$ cat src/rtl/fbsa_pkg.sv
// Shared types, constants and sequencer states of the fixed block stack allocator.
package fbsa_pkg;

  localparam int BLOCK_BYTES_DEFAULT = 8 * 1024;
  localparam int LIST_DEPTH_DEFAULT  = 16;

  localparam logic MODE_ALLOC = 1'b0;
  localparam logic MODE_FREE  = 1'b1;

  localparam logic [2:0] ST_OK    = 3'd0;
  localparam logic [2:0] ST_SIZE  = 3'd1;
  localparam logic [2:0] ST_DUP   = 3'd2;
  localparam logic [2:0] ST_SPACE = 3'd3;
  localparam logic [2:0] ST_FULL  = 3'd4;

  localparam logic REG_TOP   = 1'b0;
  localparam logic REG_FLOOR = 1'b1;

  typedef struct packed {
    logic        mode;
    logic [31:0] request_size;
    logic [31:0] free_address;
  } in_t;

  typedef struct packed {
    logic [31:0] block_address;
    logic [2:0]  status;
  } out_t;

  typedef struct packed {
    logic        top_load;
    logic [31:0] region_top;
    logic [31:0] region_floor;
  } cfg_t;

  typedef enum logic [2:0] {
    S_IDLE,
    S_DECIDE,
    S_POP,
    S_SCAN,
    S_UPDATE,
    S_RESP
  } state_t;

endpackage

$ cat src/rtl/fbsa_ram.sv
// Generic single write port, single read port RAM with registered read data.
module fbsa_ram #(
  parameter int WIDTH = 32,
  parameter int DEPTH = 16
) (
  input  logic                     clk,
  input  logic                     wr_en,
  input  logic [$clog2(DEPTH)-1:0] wr_addr,
  input  logic [WIDTH-1:0]         wr_data,
  input  logic                     rd_en,
  input  logic [$clog2(DEPTH)-1:0] rd_addr,
  output logic [WIDTH-1:0]         rd_data
);

  logic [WIDTH-1:0] mem [DEPTH];

  always_ff @(posedge clk) begin
    if (wr_en) begin
      mem[wr_addr] <= wr_data;
    end
    if (rd_en) begin
      rd_data <= mem[rd_addr];
    end
  end

endmodule

$ cat src/rtl/fbsa_seq.sv
// Sequencer and datapath: free list ring, carve pointer and the duplicate scan.
module fbsa_seq #(
  parameter int BLOCK_BYTES = fbsa_pkg::BLOCK_BYTES_DEFAULT,
  parameter int LIST_DEPTH  = fbsa_pkg::LIST_DEPTH_DEFAULT
) (
  input  logic           clk,
  input  logic           rst,
  input  fbsa_pkg::cfg_t cfg,
  input  logic           in_valid,
  output logic           in_stall,
  input  fbsa_pkg::in_t  in_item,
  output logic           res_valid,
  input  logic           res_take,
  output fbsa_pkg::out_t res
);

  import fbsa_pkg::*;

  localparam int IDX_W = $clog2(LIST_DEPTH);
  localparam int CNT_W = $clog2(LIST_DEPTH + 1);
  localparam logic [IDX_W-1:0] LAST_IDX = IDX_W'(LIST_DEPTH - 1);
  localparam logic [CNT_W-1:0] FULL_CNT = CNT_W'(LIST_DEPTH);
  localparam logic [31:0]      BLOCK_SZ = 32'(BLOCK_BYTES);

  state_t state, state_next;
  in_t item, item_next;
  logic [IDX_W-1:0] head, head_next, tail, tail_next, pos, pos_next, pos_inc;
  logic [CNT_W-1:0] count, count_next, scan_k, scan_k_next;
  logic [31:0] carve, carve_next, carve_dec;
  out_t res_next;

  logic rd_en, wr_en;
  logic [IDX_W-1:0] rd_addr;
  logic [31:0] rd_data;
  logic size_bad, carve_low;

  fbsa_ram #(.WIDTH(32), .DEPTH(LIST_DEPTH)) u_list (
    .clk     (clk),
    .wr_en   (wr_en),
    .wr_addr (tail),
    .wr_data (item.free_address),
    .rd_en   (rd_en),
    .rd_addr (rd_addr),
    .rd_data (rd_data)
  );

  assign pos_inc   = (pos == LAST_IDX) ? '0 : pos + 1'b1;
  assign carve_dec = carve - BLOCK_SZ;
  assign size_bad  = (item.request_size < 32'd4) || (item.request_size > BLOCK_SZ);
  assign carve_low = (carve < BLOCK_SZ) || (carve_dec < cfg.region_floor);

  assign in_stall  = (state != S_IDLE);
  assign res_valid = (state == S_RESP);

  always_ff @(posedge clk) begin
    if (rst) begin
      state <= S_IDLE;
      head  <= '0;
      tail  <= '0;
      count <= '0;
      carve <= '0;
    end else begin
      state <= state_next;
      head  <= head_next;
      tail  <= tail_next;
      count <= count_next;
      carve <= cfg.top_load ? cfg.region_top : carve_next;
    end
  end

  always_ff @(posedge clk) begin
    item   <= item_next;
    pos    <= pos_next;
    scan_k <= scan_k_next;
    res    <= res_next;
  end

  always_comb begin
    state_next  = state;
    item_next   = item;
    head_next   = head;
    tail_next   = tail;
    count_next  = count;
    carve_next  = carve;
    pos_next    = pos;
    scan_k_next = scan_k;
    res_next    = res;
    rd_en       = 1'b0;
    rd_addr     = head;
    wr_en       = 1'b0;
    case (state)
      S_IDLE: begin
        if (in_valid) begin
          item_next  = in_item;
          state_next = S_DECIDE;
        end
      end
      S_DECIDE: begin
        res_next.block_address = '0;
        res_next.status        = ST_OK;
        if (item.mode == MODE_ALLOC) begin
          if (size_bad) begin
            res_next.status = ST_SIZE;
            state_next      = S_RESP;
          end else if (count != '0) begin
            rd_en      = 1'b1;
            state_next = S_POP;
          end else if (carve_low) begin
            res_next.status = ST_SPACE;
            state_next      = S_RESP;
          end else begin
            carve_next             = carve_dec;
            res_next.block_address = carve_dec;
            state_next             = S_RESP;
          end
        end else begin
          if (count == '0) begin
            state_next = S_UPDATE;
          end else begin
            rd_en       = 1'b1;
            pos_next    = head;
            scan_k_next = '0;
            state_next  = S_SCAN;
          end
        end
      end
      S_POP: begin
        res_next.block_address = rd_data;
        res_next.status        = ST_OK;
        head_next              = (head == LAST_IDX) ? '0 : head + 1'b1;
        count_next             = count - 1'b1;
        state_next             = S_RESP;
      end
      S_SCAN: begin
        if (rd_data == item.free_address) begin
          res_next.block_address = '0;
          res_next.status        = ST_DUP;
          state_next             = S_RESP;
        end else if (CNT_W'(scan_k + 1'b1) == count) begin
          state_next = S_UPDATE;
        end else begin
          rd_en       = 1'b1;
          rd_addr     = pos_inc;
          pos_next    = pos_inc;
          scan_k_next = CNT_W'(scan_k + 1'b1);
        end
      end
      S_UPDATE: begin
        res_next.block_address = '0;
        state_next             = S_RESP;
        if (count == FULL_CNT) begin
          res_next.status = ST_FULL;
        end else begin
          res_next.status = ST_OK;
          wr_en           = 1'b1;
          tail_next       = (tail == LAST_IDX) ? '0 : tail + 1'b1;
          count_next      = count + 1'b1;
        end
      end
      S_RESP: begin
        if (res_take) begin
          state_next = S_IDLE;
        end
      end
      default: begin
        state_next = S_IDLE;
      end
    endcase
  end

endmodule

$ cat src/rtl/fixed_block_stack_allocator.sv
// Top level of the fixed block stack allocator: register port, sequencer and output register.
// A rejected or carved allocate goes from the decide state straight to the response state;
// an allocate reusing a listed block passes the pop state first. A free walks the live free
// list entries in the scan state, if any, then passes the update state unless the scan finds
// a duplicate. The duplicate scan reads one list entry per cycle from the free list RAM and
// compares it in a single 32-bit comparator. One item is in work at a time, and the next
// item can be accepted in the cycle after the previous result moves into the output register,
// also while that result still waits there. A region_top write also reloads the carve pointer.
module fixed_block_stack_allocator #(
  parameter int BLOCK_BYTES = fbsa_pkg::BLOCK_BYTES_DEFAULT,
  parameter int LIST_DEPTH  = fbsa_pkg::LIST_DEPTH_DEFAULT
) (
  input  logic           clk,
  input  logic           rst,
  input  logic           psel,
  input  logic           penable,
  input  logic           pwrite,
  input  logic [2:0]     paddr,
  input  logic [31:0]    pwdata,
  output logic [31:0]    prdata,
  output logic           pready,
  input  logic           in_valid,
  output logic           in_stall,
  input  fbsa_pkg::in_t  in_item,
  output logic           out_valid,
  input  logic           out_stall,
  output fbsa_pkg::out_t out_item
);

  import fbsa_pkg::*;

  logic [31:0] region_top, region_floor;
  logic        wr_hit, res_valid, res_take;
  cfg_t        cfg;
  out_t        res;

  assign pready = 1'b1;
  assign wr_hit = psel && penable && pwrite;

  always_ff @(posedge clk) begin
    if (rst) begin
      region_top   <= '0;
      region_floor <= '0;
    end else if (wr_hit) begin
      if (paddr[2] == REG_TOP) begin
        region_top <= pwdata;
      end else begin
        region_floor <= pwdata;
      end
    end
  end

  assign prdata = (paddr[2] == REG_TOP) ? region_top : region_floor;

  always_comb begin
    cfg.top_load     = wr_hit && (paddr[2] == REG_TOP);
    cfg.region_top   = pwdata;
    cfg.region_floor = region_floor;
  end

  fbsa_seq #(.BLOCK_BYTES(BLOCK_BYTES), .LIST_DEPTH(LIST_DEPTH)) u_seq (
    .clk       (clk),
    .rst       (rst),
    .cfg       (cfg),
    .in_valid  (in_valid),
    .in_stall  (in_stall),
    .in_item   (in_item),
    .res_valid (res_valid),
    .res_take  (res_take),
    .res       (res)
  );

  assign res_take = res_valid && (!out_valid || !out_stall);

  always_ff @(posedge clk) begin
    if (rst) begin
      out_valid <= 1'b0;
    end else if (res_take) begin
      out_valid <= 1'b1;
    end else if (!out_stall) begin
      out_valid <= 1'b0;
    end
  end

  always_ff @(posedge clk) begin
    if (res_take) begin
      out_item <= res;
    end
  end

endmodule
$ cat config.mk
export PLATFORM = sky130hd
export DESIGN_NAME = fixed_block_stack_allocator
export DESIGN_NICKNAME = d
export VERILOG_FILES = /design/src/rtl/fbsa_pkg.sv /design/src/rtl/fbsa_ram.sv /design/src/rtl/fbsa_seq.sv /design/src/rtl/fixed_block_stack_allocator.sv
export SDC_FILE = /design/constraint.sdc
export NUM_CORES = 1
export LEC_CHECK = 0
export BUFFER_PORTS_ARGS = -buffer_cell sky130_fd_sc_hd__clkbuf_2
export CAP_MARGIN = 10
export CORE_MARGIN = 2
export CORE_UTILIZATION = 50
export DETAILED_ROUTE_END_ITERATION = 6
export PLACE_DENSITY = 0.81
export SYNTH_ARGS = -nofsm -noshare
export SYNTH_HDL_FRONTEND = slang
export SYNTH_SLANG_ARGS = --single-unit
$ cat constraint.sdc
create_clock -name clk -period 4.37 [get_ports clk]
set_input_delay 1.311 -clock clk [delete_from_list [all_inputs] [get_ports clk]]
set_output_delay 1.311 -clock clk [all_outputs]
set_load 0.05 [all_outputs]
### Yosys cells after proc, flatten, opt, wreduce, memory -nomap -nowiden

Memories as Yosys holds them, arrays and structs flattened. A register that Yosys moved wholly into a read port is not among the register bits.
Index checks and enable logic that the tools add are counted.

| storage, ports and cells | value |
|---|---|
| input port bits | 107 |
| RAM bits | 512 |
| memories kept | 1 |
| logic and storage cells | 139 |
| register bits after elaboration | 257 |
| output and inout port bits | 70 |

Memory list:

| memory | words | width | rd ports | clocked after memory_dff | wr ports | line | text |
|---|---|---|---|---|---|---|---|
| u_seq.u_list.mem | 16 | 32 | 1 | 1 | 1 | fbsa_ram.sv:15 | `logic [WIDTH-1:0] mem [DEPTH];` |

| cells by class | value |
|---|---|
| bitwise gates (word level) | 2 |
| $add $sub $neg | 7 |
| reductions and logical operators | 27 |
| equality and inequality tests | 25 |
| multiplexer cells | 56 |
| magnitude comparators | 4 |

Operators by type and width:

| cell | number |
|---|---|
| 2-to-1 mux 32 bit | 9 |
| one-hot mux 35 bit (4 select lines) | 1 |
| 2-to-1 mux 35 bit | 3 |
| 2-to-1 mux 4 bit | 10 |
| == test 32 bit | 1 |
| greater-than comparator 32 x 14 -> 1 bit (second input constant) | 1 |
| < comparator 32 x 14 -> 1 bit (second input constant) | 1 |
| < comparator 32 x 3 -> 1 bit (second input constant) | 1 |
| < comparator 32 bit | 1 |
| subtractor 32 x 14 -> 32 bit (second input constant) | 1 |
| 2-to-1 mux 3 bit | 10 |
| 2-to-1 mux 5 bit | 5 |
| one-hot mux 5 bit (2 select lines) | 2 |
| != test 2 x 1 -> 1 bit (second input constant) | 8 |
| one-hot mux 3 bit (5 select lines) | 1 |
| adder 4 x 1 -> 4 bit (second input constant) | 3 |
| == test 4 bit (second input constant) | 3 |
| 2-to-1 mux 1 bit | 12 |
| AND reduction 2 bit | 6 |
| adder 5 x 1 -> 5 bit (second input constant) | 2 |
| != test 2 bit (second input constant) | 5 |
| AND reduction 5 bit | 2 |
| one-hot mux 4 bit (2 select lines) | 1 |
| == test 3 x 2 -> 1 bit (second input constant) | 2 |
| other kinds (20) | 30 |

### Longest topological paths before layout

| logic depth | value |
|---|---|
| depth in word-level cells | 9 |
| depth in mapped cells | 19 |
| depth with buffers taken out | 18 |

### Cells and area by module

Synthesis repeated with hierarchy kept, for this count alone.

| unflattened totals | value |
|---|---|
| cells, all modules | 1,847 |
| area, all modules | 32,134.6 µm² |

Modules (own cells, without submodules):

| module | instances | area each (µm²) | cells each | seq. area each (µm²) |
|---|---|---|---|---|
| fbsa_ram | 1 | 20,155.6 | 838 | 16,335.7 |
| fbsa_seq | 1 | 7,788.7 | 687 | 4,234.1 |
| fixed_block_stack_allocator | 1 | 4,190.3 | 322 | 2,352.3 |

### Worst setup path after synthesis

No wires, ideal clock.

| timing path | value |
|---|---|
| path kind | in2reg |
| start | in in_valid |
| end | reg u_seq.item[0] (netlist bit), enable pin |
| slack | -0.165 ns |
| data arrival time | 4.047 ns |
| library setup time | 0.488 ns |
| path buffers | 0 |
| data required time | 3.882 ns |
| stages | 2 |
| cells stage by stage | inv_1 > nor2_1 |

| between the ends | value |
|---|---|
| longest elaborated chain between the ends | 1 |

RTL lines:

| what | line | text |
|---|---|---|
| start, declared | fixed_block_stack_allocator.sv:22 | `input logic in_valid,` |
| AND reduction 2 bit (no line) | -- |  |
| end signal, assigned | fbsa_seq.sv:72 | `item <= item_next;` |
| end, declared | fbsa_seq.sv:26 | `in_t item, item_next;` |

No other way between the ends.
A chain may end at the register's enable or synchronous reset.

### Final worst setup path

| timing path | value |
|---|---|
| start | reg u_seq.carve[14] |
| end | reg u_seq.carve[23] |

| between the ends | value |
|---|---|
| longest elaborated chain between the ends | 7 |
| elaborated cells between the ends (all ways) | 12 |
| those cells by class | add/sub: 1; order compare: 2; eq/ne: 1; mux: 6; reduce/logical: 2 |

RTL lines:

| what | line | text |
|---|---|---|
| start, declared | fbsa_seq.sv:29 | `logic [31:0] carve, carve_next, carve_dec;` |
| start signal, assigned | fbsa_seq.sv:67 | `carve <= cfg.top_load ? cfg.region_top : carve_next;` |
| branches (longest 7 deep; another with subtractor 32 x 14 -> 32 bit) | -- |  |

Several ways; the timed one is not identified. The select of a mux whose other input is x is not followed.

==> implementation parameters <==
Parameter                              Value

Status
  Result of the run ... completed

Detailed routing
  Aggregate routed wire length ... 75,300 µm
  DRT antenna net count ... 0
  DRC viols ... 0
  Via count of the routed design ... 18,100
  Number of search-and-repair iterations in the first detailed-routing pass ... 6
  Initial DRC count ... 2,142
  Mean routed wirelength per cell ... 24.7 µm
  Post-DR vias/cell ... 5.95

Final layout
  Sequential cell area ... 22,900 µm²
  P&R area growth vs syn ... 17.0%
  Number of inserted diodes ... 0
  Layout Nets ... 2,287
  Area of combinational cells with multiple inputs ... approximately 9000 µm²
  Filler cells ... 4,432
  Fraction of final layout cells sized beyond drive strength 1 ... 28.4%
  Post-route standard cell area excluding fillers ... 37,500 µm²

Power
  Pwr Total ... 18.6 mW
  Leakage power total ... 13.4 nW
  Sw Share ... between 20% and 30%
  Peak VDD IR ... 0.280 mV
  Internal power contribution ... 13.8 mW
  Share of power burned in registers ... 52.5%
  Proportion of power drawn by combinational gates ... 13.0%
  Net switching power figure ... between 4 and 5 mW
  Proportion of power drawn by the clock network ... 34.5%
  Power density over the cells ... 496 nW/µm²

Synthesis
  Net count after synthesis ... slightly above 2,000
  Warnings, synthesis ... 0
  Syn_area_per_cell ... 17.1 µm²
  Register bit total from synthesis ... 801
  Area leader, netlist ... edfxtp_1
  Sequential element share of the synthesized area ... 71.6%
  Top cell type's share of synthesized area ... 64.5%
  Netlist area before placement ... ~32,000 µm²
  Leading register cell type out of synthesis ... edfxtp_1
  Share of async-settable or async-resettable flops after synthesis ... 0%
  Unique cell type count in the Yosys netlist ... 62
  Top post-synthesis cells by area ... edfxtp_1, mux4_2, dfxtp_1
  Post-synth EDFFs ... 688
  Synthesized netlist cell count ... roughly 1,900

Worst setup path
  WP buf/inv ... 3
  Critical Path Fanout Max ... 6
  Required time at the endpoint of the critical path ... 4.90 ns
  Max stage delay cell, worst path ... or4_4
  Family of cells with the greatest summed delay on the critical path ... simple AND/OR/NAND/NOR gates
  CP endpoint kind ... flop
  Class of the most critical setup path ... flop to flop
  Worst-path cell chain ... inv_2 -> ha_4 -> nor3b_4 -> nand2_2 -> or3_4 -> or3_4 -> or4_4 -> xnor2_4 -> ha_4 -> nand4_1 -> a211o_2 -> nor3_2 -> buf_4 -> o21ai_4 -> a21oi_4 -> clkbuf_16 -> a211oi_1 -> nor4_1
  Worst stage delay on the critical path ... 0.54 ns
  Data arrival at the endpoint of the critical path ... about 4.8 ns
  Startpoint type of the worst setup path ... flop

Flow run
  Number of maximum-capacitance violations ... 0

STA
  Remaining max-slew budget at the tightest pin ... 32.2%
  Final setup vio count ... 0
  Final Max Slew Viols ... 0
  Max Clk Rate ... approximately 230 MHz
  Post-layout min period ... 4.26 ns
  Worst Max-Slew Pin Slew ... 1.02 ns
  Period Utilization, post-route ... 97.4%
  Worst Skew ... around 0.035 ns
  Hold violation total from the final report ... 0

Floorplan
  Effective utilization at floorplan ... approximately 51%
  Die width ... 257 µm
  Floorplan die area ... 66,100 µm²
  Vertical extent of the die ... 257 µm
  Placeable core region ... roughly 63,000 µm²
  I/O pin cnt ... between 150 and 200
  Placement row count ... 92

Placement
  Placer's final routability congestion estimate ... 0.848
  Cell area after placement ... 34,800 µm²
  Final HPWL DP ... 47,400 µm
  Port Buffers ... 173

Global routing
  Pin count of the biggest net entering global routing ... 65
  Wire length of the first global-routing pass ... 114,000 µm
  Global router's overall resource usage ... 22.9%
  Vias in the first global route ... 18,500
  Global route overflow ... 0
  Antenna violations before repair ... 1

Clocking
  CTS buffer count ... 79
  Bufs on Longest Clock Path ... 3
  TritonCTS clock tree ... done
  Clock input transition at the sequential cells of the worst setup and hold paths ... 0.06 ns
  Clock tree sinks ... 801
  # H-tree levels ... 3
  Root buf cell ... clkbuf_16
  Clock latency of the later-clocked register in the worst-skew pair ... about 0.63 ns

Worst hold path
  Type of the worst min-delay path ... flop to flop
## kinds of logic (layout without fill, tap and decap cells)
kind of cell | Yosys count | count (layout) | synth area share [%]
other | 1 | 1 | 0.0117
DFF | 801 | 801 | 71.6
AOI/OAI and AO/OA | 205 | 205 | 4.22
muxes | 270 | 270 | 13.6
buffers and inverters | 133 | 463 | 1.73
and+or+nand+nor | 341 | 341 | 5.10
xor gates and xnor gates | 75 | 75 | 2.05
adders and majority gates | 43 | 43 | 1.70
## routing by layer
| layer | wire [µm] | up-vias | GRT usage [%] |
|---|---|---|---|
| met3 | 6240 | 135 | 3.43 |
| met1 | 29600 | 9235 | 31.1 |
| met4 | 2170 | 0 | 8.06 |
| li1 | - | 7824 | - |
| met2 | 37200 | 909 | 38.0 |
| met5 | 0 | - | 0 |
## through the flow
| step | hold WS [ns] | TNS (ns) | setup slack, ns | utilization [%] | cells |
|---|---|---|---|---|---|
| after floorplan | 0.400 | 0 | 0.0190 | - | 1869 |
| after global placement | 0.403 | 0 | 0.0303 | 55.1 | 2895 |
| after detailed placement | 0.406 | -1.09 | -0.0796 | 55.1 | 2895 |
| after CTS | 0.418 | 0 | 0.00322 | 59.0 | 3039 |
| after global routing | 0.428 | -0.157 | -0.0588 | 59.3 | 3045 |
| final | 0.416 | 0 | 0.112 | 59.3 | 3045 |
## power groups by stage
stage	combinational (mW)	clock [mW]	sequential (mW)
after global placement	2.27	0	9.85
after CTS	2.40	6.52	9.75
after detailed placement	2.36	0	9.91
after global routing	2.61	6.81	9.81
after floorplan	1.38	0	9.87
final	2.42	6.40	9.76
## final cells by class
cell class	instances	area share (%)
tap	846	2.83
clock buffer	108	5.77
clock inverter	35	0.748
sequential	801	61.2
timing repair buffer	278	5.42
inverter	42	0.421
multi-input combinational	935	23.6
## cells in the mapped netlist, types with 4 or more instances
cell / count
ha_1: 42
mux2_2: 36
a21oi_1: 100
or3_1: 7
a31oi_1: 5
mux4_2: 128
xor2_1: 19
clkbuf_1: 64
inv_1: 42
nand2_1: 167
nor4_1: 16
edfxtp_1: 688
a22o_1: 30
nand2b_1: 7
a21o_1: 13
buf_1: 6
nor2_1: 64
buf_2: 13
dfxtp_1: 113
a211oi_1: 22
and4_1: 7
nand3_1: 9
nor3_1: 18
or3_4: 4
xnor2_1: 56
mux2i_1: 106
nand4_1: 17
o21ai_0: 16
o211ai_1: 6
## final timing paths
check / start / endpoint / slack [ns] / depth (start not counted)
setup / recovery: u_seq.carve[14] / u_seq.carve[23] / 0.11 / 18
hold / removal: u_seq.res[3] / out_item[3] / 0.42 / 0
setup reg to reg: u_seq.carve[14] / u_seq.carve[23] / 0.11 / 18
hold reg to reg: u_seq.res[3] / out_item[3] / 0.42 / 0
## sequential cells by signal, summed over array words and instances (netlist names)
| register | flops |
|---|---|
| u_seq.pos | 4 |
| u_seq.carve | 32 |
| out_item | 35 |
| u_seq.head | 4 |
| u_seq.u_list.mem | 512 |
| u_seq.scan_k | 5 |
| region_top | 32 |
| region_floor | 32 |
| u_seq.res | 35 |
| u_seq.u_list.rd_data | 32 |
| u_seq.state | 3 |
| out_valid | 1 |
| u_seq.count | 5 |
| u_seq.tail | 4 |
| u_seq.item | 65 |
## cell usage in the layout (no fill, tap or decap), types with 4 or more instances in the layout
cell type,n
a211oi_1,17
a211oi_2,6
a21o_1,13
a21oi_1,98
a22o_1,30
a31oi_1,5
and4_1,7
buf_12,27
buf_4,77
clkbuf_1,20
clkbuf_16,82
clkbuf_2,174
clkbuf_8,5
clkinv_1,9
clkinv_2,14
dfxtp_1,111
edfxtp_1,688
ha_1,40
inv_1,40
inv_6,4
mux2_2,36
mux2i_1,102
mux2i_4,4
mux4_2,128
nand2_1,166
nand2b_1,6
nand3_1,9
nand4_1,17
nor2_1,47
nor2_4,14
nor3_1,11
nor3_2,8
nor4_1,16
o211ai_1,6
o21ai_0,14
or3_1,7
or3_4,4
xnor2_1,54
xor2_1,19
## repair_timing
action	in CTS	in global routing
setup buffers	1	4
hold buffers	0	0
setup endpoints to repair	45	49
gates cloned	0	2
resized for setup	7	14
pin swaps	3	8
Power figures use the tool's default switching activity.
